--- src/design/rfrt_pkg.sv ---
// Shared constants and types for the receive FIFO with retry supervisor.
`timescale 1ns / 1ps
`default_nettype none

package rfrt_pkg;

  // ring buffer keeps one slot free, so it holds FIFO_DEPTH-1 bytes
  localparam int FIFO_DEPTH = 16;
  localparam int PTR_W      = (FIFO_DEPTH > 1) ? $clog2(FIFO_DEPTH) : 1;

  // request codes
  localparam logic [1:0] REQ_RX    = 2'd0;
  localparam logic [1:0] REQ_POP   = 2'd1;
  localparam logic [1:0] REQ_TICK  = 2'd2;
  localparam logic [1:0] REQ_START = 2'd3;

  // register indexes (byte address is 4 * index)
  localparam int         APB_ADDR_W   = 4;
  localparam logic [1:0] REG_WINDOW   = 2'd0;
  localparam logic [1:0] REG_OFFLINE  = 2'd1;
  localparam logic [1:0] REG_ATTEMPTS = 2'd2;

  localparam logic [15:0] WINDOW_RESET   = 16'd2000;
  localparam logic [19:0] OFFLINE_RESET  = 20'd120000;
  localparam logic [2:0]  ATTEMPTS_RESET = 3'd3;

  typedef struct packed {
    logic [15:0] window_ticks;
    logic [19:0] offline_ticks;
    logic [2:0]  max_attempts;
  } cfg_t;

  typedef struct packed {
    logic       pop_valid;
    logic [7:0] pop_data;
    logic       nonempty_after;
  } fifo_stat_t;

  typedef struct packed {
    logic       send_request;
    logic [2:0] attempt_number;
    logic       busy_res;
    logic       success;
    logic       comm_error;
    logic       offline;
  } sup_stat_t;

endpackage

`default_nettype wire

--- src/design/rfrt_req_if.sv ---
// Request channel: valid/ready handshake carrying one request.
`timescale 1ns / 1ps
`default_nettype none

interface rfrt_req_if;
  logic       valid;
  logic       ready;
  logic [1:0] req_type;
  logic [7:0] rx_data;

  modport source (output valid, req_type, rx_data, input ready);
  modport sink   (input valid, req_type, rx_data, output ready);
endinterface

`default_nettype wire

--- src/design/rfrt_res_if.sv ---
// Result channel: valid/ready handshake carrying one result.
`timescale 1ns / 1ps
`default_nettype none

interface rfrt_res_if;
  logic       valid;
  logic       ready;
  logic [7:0] pop_data;
  logic       pop_valid;
  logic       data_available;
  logic       send_request;
  logic [2:0] attempt_number;
  logic       busy_res;
  logic       success;
  logic       comm_error;
  logic       offline;

  modport source (output valid, pop_data, pop_valid, data_available, send_request,
                  attempt_number, busy_res, success, comm_error, offline,
                  input ready);
  modport sink   (input valid, pop_data, pop_valid, data_available, send_request,
                  attempt_number, busy_res, success, comm_error, offline,
                  output ready);
endinterface

`default_nettype wire

--- src/design/rfrt_cfg.sv ---
// APB configuration registers: reply window, offline limit, attempt limit.
`timescale 1ns / 1ps
`default_nettype none

module rfrt_cfg
  import rfrt_pkg::*;
(
  input  wire logic                  clk,
  input  wire logic                  rst,
  input  wire logic                  psel,
  input  wire logic                  penable,
  input  wire logic                  pwrite,
  input  wire logic [APB_ADDR_W-1:0] paddr,
  input  wire logic [31:0]           pwdata,
  output logic      [31:0]           prdata,
  output logic                       pready,
  output cfg_t                       cfg
);

  cfg_t       cfg_r;
  logic       wr_en;
  logic [1:0] reg_idx;

  assign pready  = 1'b1;
  assign wr_en   = psel && penable && pwrite;
  assign reg_idx = paddr[3:2];
  assign cfg     = cfg_r;

  always_ff @(posedge clk) begin
    if (rst) begin
      cfg_r.window_ticks  <= WINDOW_RESET;
      cfg_r.offline_ticks <= OFFLINE_RESET;
      cfg_r.max_attempts  <= ATTEMPTS_RESET;
    end else if (wr_en) begin
      case (reg_idx)
        REG_WINDOW:   cfg_r.window_ticks  <= pwdata[15:0];
        REG_OFFLINE:  cfg_r.offline_ticks <= pwdata[19:0];
        REG_ATTEMPTS: cfg_r.max_attempts  <= pwdata[2:0];
        default: ;
      endcase
    end
  end

  always_comb begin
    case (reg_idx)
      REG_WINDOW:   prdata = {16'd0, cfg_r.window_ticks};
      REG_OFFLINE:  prdata = {12'd0, cfg_r.offline_ticks};
      REG_ATTEMPTS: prdata = {29'd0, cfg_r.max_attempts};
      default:      prdata = 32'd0;
    endcase
  end

endmodule

`default_nettype wire

--- src/design/rfrt_fifo.sv ---
// Receive ring buffer: storage, read/write pointers, pop and fill status.
`timescale 1ns / 1ps
`default_nettype none

module rfrt_fifo
  import rfrt_pkg::*;
(
  input  wire logic       clk,
  input  wire logic       rst,
  input  wire logic       step,
  input  wire logic [1:0] req_type,
  input  wire logic [7:0] rx_data,
  output fifo_stat_t      stat
);

  logic [7:0]       store [FIFO_DEPTH];
  logic [PTR_W-1:0] rd_idx;
  logic [PTR_W-1:0] wr_idx;
  logic [PTR_W-1:0] rd_idx_next;
  logic [PTR_W-1:0] wr_idx_next;
  logic [PTR_W-1:0] wr_inc;
  logic [PTR_W-1:0] rd_inc;
  logic             full;
  logic             empty;
  logic             do_push;
  logic             do_pop;

  function automatic logic [PTR_W-1:0] ptr_inc(input logic [PTR_W-1:0] p);
    if (p == PTR_W'(FIFO_DEPTH - 1)) begin
      return '0;
    end
    return p + 1'b1;
  endfunction

  assign wr_inc  = ptr_inc(wr_idx);
  assign rd_inc  = ptr_inc(rd_idx);
  assign full    = (wr_inc == rd_idx);
  assign empty   = (rd_idx == wr_idx);
  // a byte arriving on a full buffer is dropped; a pop on empty is refused
  assign do_push = (req_type == REQ_RX) && !full;
  assign do_pop  = (req_type == REQ_POP) && !empty;

  always_comb begin
    wr_idx_next         = do_push ? wr_inc : wr_idx;
    rd_idx_next         = do_pop ? rd_inc : rd_idx;
    stat.pop_valid      = do_pop;
    stat.pop_data       = do_pop ? store[rd_idx] : 8'd0;
    stat.nonempty_after = (rd_idx_next != wr_idx_next);
  end

  always_ff @(posedge clk) begin
    if (step && do_push) begin
      store[wr_idx] <= rx_data;
    end
  end

  always_ff @(posedge clk) begin
    if (rst) begin
      rd_idx <= '0;
      wr_idx <= '0;
    end else if (step) begin
      rd_idx <= rd_idx_next;
      wr_idx <= wr_idx_next;
    end
  end

`ifndef SYNTHESIS
  a_full_push_drops: assert property (@(posedge clk) disable iff (rst)
    step && (req_type == REQ_RX) && full |=> $stable(wr_idx))
    else $error("push on full buffer moved write pointer");
  a_empty_pop_refused: assert property (@(posedge clk) disable iff (rst)
    step && (req_type == REQ_POP) && empty |=> $stable(rd_idx))
    else $error("pop on empty buffer moved read pointer");
  a_push_fills: assert property (@(posedge clk) disable iff (rst)
    step && do_push |=> (rd_idx != wr_idx))
    else $error("buffer empty after a stored byte");
`endif

endmodule

`default_nettype wire

--- src/design/rfrt_sup.sv ---
// Retry supervisor: reply window, attempt count, silence and offline tracking.
`timescale 1ns / 1ps
`default_nettype none

module rfrt_sup
  import rfrt_pkg::*;
(
  input  wire logic       clk,
  input  wire logic       rst,
  input  wire logic       step,
  input  wire logic [1:0] req_type,
  input  wire logic       nonempty_after,
  input  wire cfg_t       cfg,
  output sup_stat_t       stat
);

  logic [15:0] window_count;
  logic [19:0] silence_count;
  logic [2:0]  attempt_count;
  logic        waiting;
  logic        success_flag;
  logic        error_flag;
  logic        offline_flag;

  logic [15:0] window_count_next;
  logic [19:0] silence_count_next;
  logic [2:0]  attempt_count_next;
  logic        waiting_next;
  logic        success_flag_next;
  logic        error_flag_next;
  logic        offline_flag_next;
  logic        send;
  logic [15:0] window_inc;

  assign window_inc = (window_count == '1) ? window_count : window_count + 1'b1;

  always_comb begin
    window_count_next  = window_count;
    silence_count_next = silence_count;
    attempt_count_next = attempt_count;
    waiting_next       = waiting;
    success_flag_next  = success_flag;
    error_flag_next    = error_flag;
    offline_flag_next  = offline_flag;
    send               = 1'b0;

    case (req_type)
      REQ_RX: begin
        silence_count_next = '0;
        offline_flag_next  = 1'b0;
        if (waiting && nonempty_after) begin
          success_flag_next = 1'b1;
          error_flag_next   = 1'b0;
          waiting_next      = 1'b0;
        end
      end
      REQ_POP: ;
      REQ_TICK: begin
        if (silence_count != '1) begin
          silence_count_next = silence_count + 1'b1;
        end
        if (waiting) begin
          window_count_next = window_inc;
          if (window_inc >= cfg.window_ticks) begin
            // retry while attempt_count + 1 < max_attempts
            if ({1'b0, attempt_count} + 4'd1 < {1'b0, cfg.max_attempts}) begin
              attempt_count_next = attempt_count + 1'b1;
              window_count_next  = '0;
              send               = 1'b1;
            end else begin
              waiting_next    = 1'b0;
              error_flag_next = 1'b1;
            end
          end
        end
      end
      REQ_START: begin
        success_flag_next  = 1'b0;
        attempt_count_next = '0;
        window_count_next  = '0;
        waiting_next       = 1'b1;
        send               = 1'b1;
        // reply already buffered counts as success at once
        if (nonempty_after) begin
          success_flag_next = 1'b1;
          error_flag_next   = 1'b0;
          waiting_next      = 1'b0;
        end
      end
      default: ;
    endcase

    if (waiting_next && (silence_count_next >= cfg.offline_ticks)) begin
      offline_flag_next = 1'b1;
    end

    stat.send_request   = send;
    stat.attempt_number = attempt_count_next;
    stat.busy_res       = waiting_next;
    stat.success        = success_flag_next;
    stat.comm_error     = error_flag_next;
    stat.offline        = offline_flag_next;
  end

  always_ff @(posedge clk) begin
    if (rst) begin
      window_count  <= '0;
      silence_count <= '0;
      attempt_count <= '0;
      waiting       <= 1'b0;
      success_flag  <= 1'b0;
      error_flag    <= 1'b0;
      offline_flag  <= 1'b0;
    end else if (step) begin
      window_count  <= window_count_next;
      silence_count <= silence_count_next;
      attempt_count <= attempt_count_next;
      waiting       <= waiting_next;
      success_flag  <= success_flag_next;
      error_flag    <= error_flag_next;
      offline_flag  <= offline_flag_next;
    end
  end

`ifndef SYNTHESIS
  a_success_ends_wait: assert property (@(posedge clk) disable iff (rst)
    !(waiting && success_flag))
    else $error("success flagged while still waiting");
  a_offline_while_waiting: assert property (@(posedge clk) disable iff (rst)
    $rose(offline_flag) |-> waiting)
    else $error("offline raised outside a reply window");
  a_error_closes_window: assert property (@(posedge clk) disable iff (rst)
    $rose(error_flag) |-> !waiting)
    else $error("error raised with window still open");
`endif

endmodule

`default_nettype wire

--- src/design/rx_fifo_with_retry_timeout.sv ---
// Top level: request register, single-pass FIFO/supervisor update, result register.
`timescale 1ns / 1ps
`default_nettype none

// Receive FIFO with command retry supervisor. Every request (received byte,
// pop, tick, send start) produces exactly one result carrying the status after
// that request. A request is taken into an input register, and the buffer
// pointers, counters and flags are updated in one pass of logic as it moves to
// the result register, so one request per clock is sustained while results drain.
// The input side accepts while a result waits if the result register drains, and
// stalls only when both hold an item and res.ready is low. The buffer holds up
// to FIFO_DEPTH-1 bytes; bytes arriving while it is full are dropped. No clearing
// pass is needed after reset. Registers are written over APB at byte offsets 0x0
// (reply window ticks), 0x4 (offline ticks) and 0x8 (attempt limit). The user must
// write them only while no request is in flight; the block does not enforce this.
module rx_fifo_with_retry_timeout
  import rfrt_pkg::*;
(
  input  wire logic                  clk,
  input  wire logic                  rst,
  rfrt_req_if.sink                   req,
  rfrt_res_if.source                 res,
  input  wire logic                  psel,
  input  wire logic                  penable,
  input  wire logic                  pwrite,
  input  wire logic [APB_ADDR_W-1:0] paddr,
  input  wire logic [31:0]           pwdata,
  output logic      [31:0]           prdata,
  output logic                       pready
);

  cfg_t       cfg;
  fifo_stat_t fifo_stat;
  sup_stat_t  sup_stat;

  logic       in_valid;
  logic [1:0] in_type;
  logic [7:0] in_data;
  logic       step;
  logic       res_valid;

  rfrt_cfg u_cfg (
    .clk     (clk),
    .rst     (rst),
    .psel    (psel),
    .penable (penable),
    .pwrite  (pwrite),
    .paddr   (paddr),
    .pwdata  (pwdata),
    .prdata  (prdata),
    .pready  (pready),
    .cfg     (cfg)
  );

  // request in the input register moves on when the result slot is free or draining
  assign step      = in_valid && (!res_valid || res.ready);
  assign req.ready = !in_valid || step;
  assign res.valid = res_valid;

  always_ff @(posedge clk) begin
    if (rst) begin
      in_valid <= 1'b0;
    end else if (req.ready) begin
      in_valid <= req.valid;
    end
  end

  always_ff @(posedge clk) begin
    if (req.ready && req.valid) begin
      in_type <= req.req_type;
      in_data <= req.rx_data;
    end
  end

  rfrt_fifo u_fifo (
    .clk      (clk),
    .rst      (rst),
    .step     (step),
    .req_type (in_type),
    .rx_data  (in_data),
    .stat     (fifo_stat)
  );

  rfrt_sup u_sup (
    .clk            (clk),
    .rst            (rst),
    .step           (step),
    .req_type       (in_type),
    .nonempty_after (fifo_stat.nonempty_after),
    .cfg            (cfg),
    .stat           (sup_stat)
  );

  always_ff @(posedge clk) begin
    if (rst) begin
      res_valid <= 1'b0;
    end else if (step) begin
      res_valid <= 1'b1;
    end else if (res.ready) begin
      res_valid <= 1'b0;
    end
  end

  always_ff @(posedge clk) begin
    if (step) begin
      res.pop_data       <= fifo_stat.pop_data;
      res.pop_valid      <= fifo_stat.pop_valid;
      res.data_available <= fifo_stat.nonempty_after;
      res.send_request   <= sup_stat.send_request;
      res.attempt_number <= sup_stat.attempt_number;
      res.busy_res       <= sup_stat.busy_res;
      res.success        <= sup_stat.success;
      res.comm_error     <= sup_stat.comm_error;
      res.offline        <= sup_stat.offline;
    end
  end

endmodule

`default_nettype wire

--- src/flat_wrapper.sv ---
// flat-port wrapper written by rule: the top's interface ports become plain ports
module rx_fifo_with_retry_timeout_flat import rfrt_pkg::*;
  (clk, rst, psel, penable, pwrite, paddr, pwdata, prdata, pready, req_valid, req_req_type, req_rx_data, req_ready, res_valid, res_pop_data, res_pop_valid, res_data_available, res_send_request, res_attempt_number, res_busy_res, res_success, res_comm_error, res_offline, res_ready);
  rfrt_req_if req_i ();
  rfrt_res_if res_i ();
  input  wire logic clk;
  input  wire logic rst;
  input  wire logic psel;
  input  wire logic penable;
  input  wire logic pwrite;
  input  wire logic [APB_ADDR_W-1:0] paddr;
  input  wire logic [31:0] pwdata;
  output logic      [31:0] prdata;
  output logic pready;
  input wire logic [$bits(req_i.valid)-1:0] req_valid;
  input wire logic [$bits(req_i.req_type)-1:0] req_req_type;
  input wire logic [$bits(req_i.rx_data)-1:0] req_rx_data;
  output wire logic [$bits(req_i.ready)-1:0] req_ready;
  output wire logic [$bits(res_i.valid)-1:0] res_valid;
  output wire logic [$bits(res_i.pop_data)-1:0] res_pop_data;
  output wire logic [$bits(res_i.pop_valid)-1:0] res_pop_valid;
  output wire logic [$bits(res_i.data_available)-1:0] res_data_available;
  output wire logic [$bits(res_i.send_request)-1:0] res_send_request;
  output wire logic [$bits(res_i.attempt_number)-1:0] res_attempt_number;
  output wire logic [$bits(res_i.busy_res)-1:0] res_busy_res;
  output wire logic [$bits(res_i.success)-1:0] res_success;
  output wire logic [$bits(res_i.comm_error)-1:0] res_comm_error;
  output wire logic [$bits(res_i.offline)-1:0] res_offline;
  input wire logic [$bits(res_i.ready)-1:0] res_ready;
  assign req_i.valid = req_valid;
  assign req_i.req_type = req_req_type;
  assign req_i.rx_data = req_rx_data;
  assign req_ready = req_i.ready;
  assign res_valid = res_i.valid;
  assign res_pop_data = res_i.pop_data;
  assign res_pop_valid = res_i.pop_valid;
  assign res_data_available = res_i.data_available;
  assign res_send_request = res_i.send_request;
  assign res_attempt_number = res_i.attempt_number;
  assign res_busy_res = res_i.busy_res;
  assign res_success = res_i.success;
  assign res_comm_error = res_i.comm_error;
  assign res_offline = res_i.offline;
  assign res_i.ready = res_ready;
  rx_fifo_with_retry_timeout u_core (.clk(clk), .rst(rst), .req(req_i), .res(res_i), .psel(psel), .penable(penable), .pwrite(pwrite), .paddr(paddr), .pwdata(pwdata), .prdata(prdata), .pready(pready));
endmodule
--- config.mk ---
export PLATFORM = sky130hd
export DESIGN_NAME = rx_fifo_with_retry_timeout_flat
export DESIGN_NICKNAME = d
export VERILOG_FILES = /design/src/design/rfrt_pkg.sv /design/src/design/rfrt_req_if.sv /design/src/design/rfrt_res_if.sv /design/src/design/rfrt_cfg.sv /design/src/design/rfrt_fifo.sv /design/src/design/rfrt_sup.sv /design/src/design/rx_fifo_with_retry_timeout.sv /design/src/flat_wrapper.sv
export SDC_FILE = /design/constraint.sdc
export NUM_CORES = 1
export LEC_CHECK = 0
export BUFFER_PORTS_ARGS = -buffer_cell sky130_fd_sc_hd__buf_4
export CAP_MARGIN = 10
export CORE_MARGIN = 1.5
export CORE_UTILIZATION = 65
export CTS_CLUSTER_SIZE = 8
export DETAILED_ROUTE_END_ITERATION = 7
export PLACE_DENSITY = 0.89
export SYNTH_ARGS = -nofsm -noshare
export SYNTH_HDL_FRONTEND = slang
export SYNTH_SLANG_ARGS = --single-unit
export TNS_END_PERCENT = 20
--- constraint.sdc ---
create_clock -name clk -period 11.45 [get_ports clk]
set_input_delay 3.435 -clock clk [delete_from_list [all_inputs] [get_ports clk]]
set_output_delay 3.435 -clock clk [all_outputs]
set_load 0.05 [all_outputs]
==> results of run 1 <==
-- path summary, 6_finish.rpt --
check	from	to	slack, ns	cells after the start
setup / recovery	paddr[2]	prdata[0]	3.23	5
hold / removal	u_core.u_cfg.cfg[22]	u_core.u_cfg.cfg[22]	0.47	2
setup reg to reg	u_core.in_type[0]	u_core.res.offline	6.63	16
hold reg to reg	u_core.u_cfg.cfg[22]	u_core.u_cfg.cfg[22]	0.47	2
-- cell type report --
cell class / instances / area, um2 / area share [%]
Sequential cell: 248 / 6528 / 46.70
Timing Repair Buffer: 84 / 630.6 / 4.511
Clock inverter: 2 / 40.04 / 0.2864
Multi-Input combinational cell: 732 / 5258 / 37.61
Tap cell: 234 / 292.8 / 2.095
Inverter: 59 / 221.5 / 1.584
Clock buffer: 59 / 1008 / 7.214
-- per-layer routing --
layer	up-vias	GRT usage (%)	part of all wire [%]
li1	4127	-	-
met1	4320	42.69	40
met2	566	47.63	48
met3	85	6.085	9.4
met4	0	10.31	2.8
met5	-	0	0
-- cells by family after synthesis --
logic type | after synthesis | share of synthesized area, %
AO/OA/AOI/OAI | 209 | 10.97
XOR/XNOR | 27 | 2.218
adder cells (fa/ha/maj) | 50 | 5.087
buffers and inverters | 131 | 4.599
flip-flops | 248 | 53.07
multiplexers | 74 | 10.34
other | 2 | 0.06107
AND/OR/NAND/NOR | 359 | 13.66
-- where the power goes --
part | internal [mW] | switching, mW | leakage, nW | total [mW]
sequential | 0.962 | 0.0143 | 2.16 | 0.976
combinational | 0.0382 | 0.0838 | 2.49 | 0.122
clock | 0.603 | 0.387 | 0.502 | 0.990
total | 1.60 | 0.485 | 5.16 | 2.09
-- cell usage after synthesis, types with 10 or more instances --
cell type / count / area [um2]
a211o_1: 13 / 113.9
a21oi_1: 76 / 380.4
a31oi_1: 12 / 75.07
and2_1: 25 / 156.4
and3_1: 15 / 93.84
buf_4: 13 / 97.59
clkbuf_1: 47 / 176.4
dfxtp_1: 92 / 1842
edfxtp_1: 156 / 4684
ha_1: 50 / 625.6
inv_1: 57 / 214.0
mux2i_1: 28 / 280.3
mux4_2: 40 / 900.9
nand2_1: 125 / 469.2
nand3_1: 30 / 150.1
nand4_1: 17 / 106.4
nor2_1: 91 / 341.6
nor3_1: 13 / 65.06
o21ai_0: 43 / 215.2
or3_1: 13 / 81.33
xnor2_1: 14 / 122.6
xor2_1: 10 / 87.58
-- worst min-delay path: cells and delay by family, from the launching register on --
family,cells,cell delay [ns]
compound gates,1,0.05
simple gates,1,0.06
flops,1,0.32
-- state kept, by name, indices dropped and copies added (netlist names), 2 cells and up --
register / cells
u_core.in_data: 8
u_core.in_type: 2
u_core.res.attempt_number: 3
u_core.res.pop_data: 8
u_core.u_cfg.cfg: 39
u_core.u_fifo.rd_idx: 4
u_core.u_fifo.store: 128
u_core.u_fifo.wr_idx: 4
u_core.u_sup.attempt_count: 3
u_core.u_sup.silence_count: 20
u_core.u_sup.window_count: 16
-- metrics by stage --
| step | worst slack, ns | cell area [um2] | hold WS [ns] |
|---|---|---|---|
| 6_report | 3.233 | 13980 | 0.4740 |
| 5_1_grt | 3.128 | 13980 | 0.4985 |
| 4_1_cts | 3.277 | 13980 | 0.4745 |
| 3_5_place_dp | 3.275 | 12930 | 0.4668 |
| 3_3_place_gp | 3.239 | 12930 | 0.4560 |
| 2_1_floorplan | 2.863 | 12340 | 0.4447 |
==> impl_metrics.json, run 1 <==
{
  "arrival_ns": 4.78,
  "numCtsBuffers": 36,
  "critPathMostFrequentCell": "buf_4",
  "worstSetupStartpointType": "input pin",
  "synthArstFlopShare_pct": 0,
  "synthCells": 1100,
  "area_growth_pct": 13.66,
  "worst_pin_slew_ns": 1.054,
  "hold_class": "reg2reg",
  "io_pins": 106,
  "postRouteAntennaNets": 0,
  "antenna_found_initial": 0,
  "cp_slowest_stage_delay_ns": 0.57,
  "cts_hold_buf": 0,
  "drcViolationCount": 0,
  "fp.dieW_um": 140.6,
  "start_util_pct": 65.97,
  "post_cts_buffers": 0,
  "synth_seq_cells": 248,
  "routed_wl_mm": 29.29,
  "grt_max_degree": 93,
  "clkLatencyLatePin_ns": 0.53,
  "io_buffers": 78,
  "num_rows": 50,
  "viasPerCell": 6.416,
  "crit_family": "simple AND/OR/NAND/NOR gates",
  "ys_warn_count": 0,
  "stdcell_count": 1418,
  "grt_usage_pct": 30.31,
  "drive_gt1_share_pct": 15.46,
  "cts.sinks": 248,
  "p_leak_nw": 5.158,
  "antenna_cells": 0,
  "grt-ovfl-total": 0,
  "final_core_util_pct": 74.98,
  "final_cell_mix": "edfxtp_1, nand2_1, nor2_1, dfxtp_1, buf_4",
  "dieArea_um2": 19750,
  "cts_root_buffer": "clkbuf_16",
  "cp_cell_sequence": "buf_4, nor2b_1, nand2_1, o21ai_0, buf_4",
  "final_max_slew_viol_count": 0,
  "ys_seq_area_share_pct": 53.07,
  "fin_setup_tns_ns": 0,
  "finalCritPeriodShare_pct": 71.76,
  "cts_resized": 0,
  "ys.flop_type": "edfxtp_1",
  "die_h_um": 140.6,
  "vias": 9098,
  "slew-limit-headroom_pct": 29.43,
  "fin_skew_ns": 0.02218,
  "nNetsFinal": 1264,
  "grt_pass1_wl_mm": 46.11,
  "status": "finished, final reports clean",
  "placedCellCount": 1357,
  "rsz0062_at_grt": "false",
  "crit_type": "in2out",
  "hold_violations": 0,
  "worst_setup_path_end_kind": "output pin",
  "cts_max_level": 2,
  "drt_first_iter_violations": 1226,
  "drv_cap": 0,
  "place_hpwl_mm": 18.36,
  "clockBufferDepth": 3,
  "p_total_mw": 2.088,
  "crit_required_ns": 8.02,
  "netlist_area_um2": 12300,
  "peakVddDrop_mv": 0.09597,
  "path_buf_inv": 2,
  "wire_per_inst_um": 20.66,
  "grt_pass1_vias": 8581,
  "finalSetupViolCount": 0,
  "cpMaxStageDelayCell": "nor2b_1",
  "firstDrtPassIters": 8,
  "fmax_mhz": 121.7,
  "cts_tree": "done",
  "avgSynthCellArea_um2": 11.18,
  "finalCriticalPeriod_ns": 8.217,
  "routabilityCongestion": 0.8692,
  "power_density_nw_per_um2": 149.4,
  "clkTransAtPathRegs_ns": 0.05,
  "path_max_fanout": 21,
  "synth_cell_type_count": 72,
  "nFillCells": 1147,
  "layout_commonest_cell": "edfxtp_1",
  "synth_enable_flop_cells": 156,
  "fp.coreArea_um2": 18640
}
No activity file was read; power rests on OpenSTA's default activity.
==> run 2, diff against run 1 <==
- CORE_UTILIZATION: 65 -> 54
- PLACE_DENSITY: 0.89 -> 0.79
- clock period: 11.45 -> 7.5 ns (I/O delays scaled with it)
==> run 2 against run 1 <==
Effect of this change:
- cell area rose by 0.59%
- sequential power rose by 53%
- worst setup slack got worse by 1.6 ns
- combinational power rose by 52%
- routed wire length fell by 3.5%
- count of clock-buffer cells in the layout fell by 1
==> impl_metrics.json, run 2 (synthesized netlist as in run 1, its figures left out) <==
{
  "layout_commonest_cell": "edfxtp_1",
  "fin_setup_tns_ns": 0,
  "finalCriticalPeriod_ns": 5.917,
  "drv_cap": 0,
  "drt_first_iter_violations": 868,
  "fp.coreArea_um2": 22500,
  "worst_pin_slew_ns": 1.079,
  "cts_hold_buf": 0,
  "path_max_fanout": 21,
  "crit_required_ns": 5.25,
  "viasPerCell": 6.005,
  "cp_cell_sequence": "buf_4, nor2b_1, nand2_1, o21ai_0, buf_4",
  "drive_gt1_share_pct": 15.53,
  "arrival_ns": 3.67,
  "io_pins": 106,
  "peakVddDrop_mv": 0.1817,
  "slew-limit-headroom_pct": 27.99,
  "routed_wl_mm": 28.25,
  "grt_pass1_wl_mm": 44.07,
  "place_hpwl_mm": 18.25,
  "numCtsBuffers": 36,
  "nNetsFinal": 1265,
  "worst_setup_path_end_kind": "output pin",
  "fin_area_um2": 14060,
  "hold_class": "reg2reg",
  "clkLatencyLatePin_ns": 0.52,
  "cts.sinks": 248,
  "cts_tree": "done",
  "use_met2_pct": 38.27,
  "drcViolationCount": 0,
  "grt_max_degree": 93,
  "multiInputGateArea_um2": 5258,
  "final_max_slew_viol_count": 0,
  "power_density_nw_per_um2": 224.8,
  "crit_type": "in2out",
  "io_buffers": 78,
  "grt_usage_pct": 23.84,
  "fmax_mhz": 169.0,
  "fp.dieW_um": 153.9,
  "critPathMostFrequentCell": "buf_4",
  "grt_pass1_vias": 8338,
  "setup_slack_ns": 1.583,
  "dpl-instance-area_um2": 13000,
  "nFillCells": 1655,
  "dieArea_um2": 23690,
  "cts_root_buffer": "clkbuf_16",
  "top_register": "u_core.u_fifo.store",
  "num_rows": 55,
  "status": "finished, final reports clean",
  "p_leak_nw": 5.161,
  "finalSetupViolCount": 0,
  "ff_latch_area_um2": 6528,
  "grt_use_met3_pct": 4.848,
  "final_core_util_pct": 62.49,
  "clkTransAtPathRegs_ns": 0.04,
  "area_growth_pct": 14.34,
  "start_util_pct": 54.65,
  "routabilityCongestion": 0.8641,
  "cts_max_level": 2,
  "fin_skew_ns": 0.01194,
  "met1_usage_pct": 32.22,
  "firstDrtPassIters": 7,
  "post_cts_buffers": 0,
  "cpMaxStageDelayCell": "nor2b_1",
  "antenna_cells": 0,
  "rsz0062_at_grt": "false",
  "hold_violations": 0,
  "grt-ovfl-total": 0,
  "p_total_mw": 3.161,
  "pre_cts_ws_ns": 1.620,
  "antenna_found_initial": 0,
  "cp_slowest_stage_delay_ns": 0.62,
  "postRouteAntennaNets": 0,
  "busiest_layer": "met2",
  "die_h_um": 153.9,
  "cts_resized": 0,
  "clockBufferDepth": 3,
  "worstSetupStartpointType": "input pin",
  "final_cell_mix": "edfxtp_1, nand2_1, nor2_1, dfxtp_1, buf_4",
  "wire_per_inst_um": 19.22,
  "finalCritPeriodShare_pct": 78.89,
  "largest_reg_flops": 128,
  "vias": 8828
}
run 2: cell types whose count changed in the layout (fill, tap and decap cells not counted):
cell / delta
clkbuf_16: -1
clkinv_16: +2
clkinv_8: +1
inv_16: -2
buf_4: +1
run 2: worst paths after layout:
kind	from	endpoint	cells past startpoint	slack [ns]
worst max-delay path	paddr[2]	prdata[0]	5	1.58
worst min-delay path	u_core.u_cfg.cfg[21]	u_core.u_cfg.cfg[21]	2	0.47
worst max register to register	u_core.in_type[0]	u_core.res.offline	15	2.97
worst min register to register	u_core.u_cfg.cfg[21]	u_core.u_cfg.cfg[21]	2	0.47
run 2: final cells by class:
class,instances,area share (%)
clock buffer,58,6.994
clock inverter,3,0.5428
timing repair buffer,85,4.538
multi-input combinational,732,37.39
tap,285,2.536
inverter,59,1.575
sequential,248,46.42
run 2: per-stage QoR:
| stage | cells | hold WS (ns) |
|---|---|---|
| 3_3_place_gp | 1409 | 0.4564 |
| 3_5_place_dp | 1409 | 0.4658 |
| 4_1_cts | 1470 | 0.4735 |
| 6_report | 1470 | 0.4693 |
| 2_1_floorplan | 1111 | 0.4447 |
| 5_1_grt | 1470 | 0.4934 |
run 2: power by group:
| group | internal (mW) | switching [mW] | total [mW] | leakage (nW) |
|---|---|---|---|---|
| Combinational | 0.0586 | 0.126 | 0.185 | 2.50 |
| Sequential | 1.47 | 0.0211 | 1.49 | 2.16 |
| Clock | 0.903 | 0.584 | 1.49 | 0.499 |
| Total | 2.43 | 0.731 | 3.16 | 5.16 |
run 2: layer usage:
layer / vias up / wire length [um]
li1: 4139 / -
met3: 64 / 2169
met4: 0 / 856
met1: 4225 / 11880
met5: - / 0
met2: 400 / 13340
run 2: worst max-delay path: cells and delay by family:
kind	cells	cell delay, ns
AOI/OAI and AO/OA	1	0.15
buffers and inverters	2	0.53
and+or+nand+nor	2	0.73
==> run 3, diff against run 2 <==
- ABC_AREA: unset -> 1
- CORE_UTILIZATION: 54 -> 60
- PLACE_DENSITY: 0.79 -> 0.83
- clock period: 7.5 -> 6 ns (I/O delays scaled with it)
==> run 3 against run 2 <==
Effect of this change:
- routed wire length grew 5.7%
- sequential share of layout area up 0.69 points
- synthesized area shrank 1.1%
- worst setup slack worse by 0.65 ns
- first-iteration DRC count is 8.2% lower
- synthesized cell count rose by 22%
- critical endpoint is now prdata[15]
==> impl_metrics.json, run 3 <==
{
  "wire_per_inst_um": 17.63,
  "antenna_cells": 0,
  "routabilityCongestion": 0.8983,
  "cts_root_buffer": "clkbuf_16",
  "fin_skew_ns": 0.01862,
  "layout_commonest_cell": "nand2_1",
  "io_buffers": 78,
  "dieArea_um2": 21130,
  "ys_warn_count": 0,
  "power_density_nw_per_um2": 301.2,
  "nNetsFinal": 1510,
  "finalCriticalPeriod_ns": 5.062,
  "final_core_util_pct": 70.49,
  "grt_usage_pct": 27.96,
  "firstDrtPassIters": 5,
  "synthCells": 1341,
  "synth_fa_ha_area_share_pct": 5.146,
  "path_max_fanout": 18,
  "worstSetupStartpointType": "input pin",
  "cts_hold_buf": 0,
  "worst_setup_path_end_kind": "output pin",
  "reg2reg_depth": 19,
  "p_leak_nw": 5.501,
  "cpMaxStageDelayCell": "clkinv_1",
  "fmax_mhz": 197.5,
  "route.met2.wl_mm": 14.81,
  "crit_family": "buffers and inverters",
  "drcViolationCount": 0,
  "crit_type": "in2out",
  "largest_reg_flops": 128,
  "synth-compound-area-share_pct": 15.58,
  "stdcell_count": 1694,
  "hold_end": "u_core.u_sup.window_count[9]",
  "synthMuxAreaShare_pct": 0,
  "area_growth_pct": 13.95,
  "rrSetupSlack_ns": 1.77,
  "hold_start": "u_core.u_sup.window_count[9]",
  "fp.coreArea_um2": 19650,
  "drt_first_iter_violations": 797,
  "synth_cell_type_count": 47,
  "hold_violations": 0,
  "cts.sinks": 248,
  "final_max_slew_viol_count": 0,
  "fp.dieW_um": 145.4,
  "worst_pin_slew_ns": 1.066,
  "wl_met3_mm": 2.253,
  "top_register": "u_core.u_fifo.store",
  "path_buf_inv": 4,
  "synth_seq_cells": 248,
  "io_pins": 106,
  "numCtsBuffers": 36,
  "grt-ovfl-total": 0,
  "place_hpwl_mm": 19.33,
  "crit_path_start": "paddr[2]",
  "final_cell_mix": "nand2_1, edfxtp_1, nor2_1, inv_1, o21ai_0",
  "top_layer": "met4",
  "cts_resized": 0,
  "avgSynthCellArea_um2": 9.066,
  "synth_top_family_by_area": "simple AND/OR/NAND/NOR gates",
  "critPathMostFrequentCell": "buf_4",
  "start_util_pct": 61.86,
  "reg2reg_to": "u_core.res.offline",
  "status": "finished, final reports clean",
  "synth_xor_area_share_pct": 1.225,
  "cp_cell_sequence": "buf_4, inv_1, nor2_1, clkinv_1, o22ai_1, buf_4",
  "peakVddDrop_mv": 0.2111,
  "vias": 9773,
  "yosysTopAreaCell": "edfxtp_1",
  "fin_setup_tns_ns": 0,
  "viasPerCell": 5.769,
  "hold_ws_ns": 0.4728,
  "cts_max_level": 2,
  "synth_enable_flop_cells": 156,
  "postRouteAntennaNets": 0,
  "crit_required_ns": 4.20,
  "post_cts_buffers": 0,
  "slew-limit-headroom_pct": 28.54,
  "clockBufferDepth": 3,
  "grt_pass1_vias": 9400,
  "clkLatencyLatePin_ns": 0.52,
  "finalCritPeriodShare_pct": 84.37,
  "drv_cap": 0,
  "rsz0062_at_grt": "false",
  "synth_area_leaders": "edfxtp_1, dfxtp_1, o21ai_0",
  "clkTransAtPathRegs_ns": 0.05,
  "finalSetupViolCount": 0,
  "synthArstFlopShare_pct": 0,
  "num_rows": 51,
  "min_path_cells": 2,
  "hold_class": "reg2reg",
  "synth_top_area_share_pct": 38.53,
  "netlist_area_um2": 12160,
  "arrival_ns": 3.26,
  "grt_max_degree": 71,
  "grt_pass1_wl_mm": 47.39,
  "ys_seq_area_share_pct": 53.68,
  "worstReg2RegStart": "u_core.in_type[1]",
  "die_h_um": 145.4,
  "drive_gt1_share_pct": 11.76,
  "antenna_found_initial": 0,
  "yosysMostFrequentCell": "nand2_1",
  "ys_top_cells_by_count": "nand2_1, edfxtp_1, inv_1, nor2_1, o21ai_0",
  "routed_wl_mm": 29.87,
  "synthSimpleGateAreaFrac_pct": 16.57,
  "ys.flop_type": "edfxtp_1",
  "nFillCells": 1466,
  "cts_tree": "done",
  "placedCellCount": 1634,
  "cp_slowest_stage_delay_ns": 0.50,
  "wl_met1_mm": 11.71
}
[run 3: routing by layer]
metal | vias up | GRT usage [%]
met5 | - | 0
li1 | 4722 | -
met4 | 0 | 12.81
met2 | 430 | 49.48
met1 | 4545 | 33.77
met3 | 76 | 4.107
[run 3: where the power goes]
part,leakage (nW),internal [mW],switching (mW),total [mW]
clock,0.490,1.12,0.727,1.85
combinational,2.84,0.130,0.300,0.430
sequential,2.17,1.85,0.0433,1.90
total,5.50,3.10,1.07,4.17
[run 3: worst max-delay path by stage]
stage	end	slack, ns	cells past startpoint
after CTS	prdata[15]	0.94	6
after global routing	prdata[15]	0.79	6
after floorplan	prdata[10]	0.95	5
after global placement	prdata[4]	0.98	5
final	prdata[15]	0.94	6
after detailed placement	prdata[11]	0.95	6
[run 3: worst register-to-register path, cell delays in order (launching register included)]
cell	delay [ns]
edfxtp_1	0.42
inv_1	0.10
ha_1	0.54
inv_1	0.19
nor2_1	0.42
clkinv_1	0.43
nand3_1	0.18
o21ai_0	0.20
ha_1	0.34
a21boi_0	0.12
o21ai_0	0.14
nand2_1	0.06
nand2_1	0.06
nand2_1	0.05
nand2_1	0.07
nand2_1	0.05
a21oi_1	0.26
o21ai_0	0.18
nand3_2	0.11
nand2_1	0.06
[run 3: final cells by class]
class	count	area, um2	area share, %
tap	265	331.6	2.393
timing repair buffer	86	645.6	4.660
clock inverter	3	45.04	0.3251
inverter	157	593.1	4.281
sequential	248	6528	47.11
multi-input combinational	878	4732	34.16
clock buffer	57	979.7	7.071
[run 3: kinds of logic after synthesis]
kind of cell | after synthesis
AO/OA/AOI/OAI | 337
XOR/XNOR | 17
adder cells (fa/ha/maj) | 50
buffers and inverters | 226
flip-flops | 248
other | 2
AND/OR/NAND/NOR | 461
[run 3: per-stage QoR]
| step | instance area (um2) | setup slack [ns] | power [mW] |
|---|---|---|---|
| 2_1_floorplan | 12200 | 0.9517 | 2.229 |
| 3_3_place_gp | 12830 | 0.9838 | 2.331 |
| 3_5_place_dp | 12830 | 0.9479 | 2.346 |
| 4_1_cts | 13850 | 0.9382 | 4.179 |
| 5_1_grt | 13850 | 0.7946 | 4.298 |
| 6_report | 13850 | 0.9377 | 4.173 |
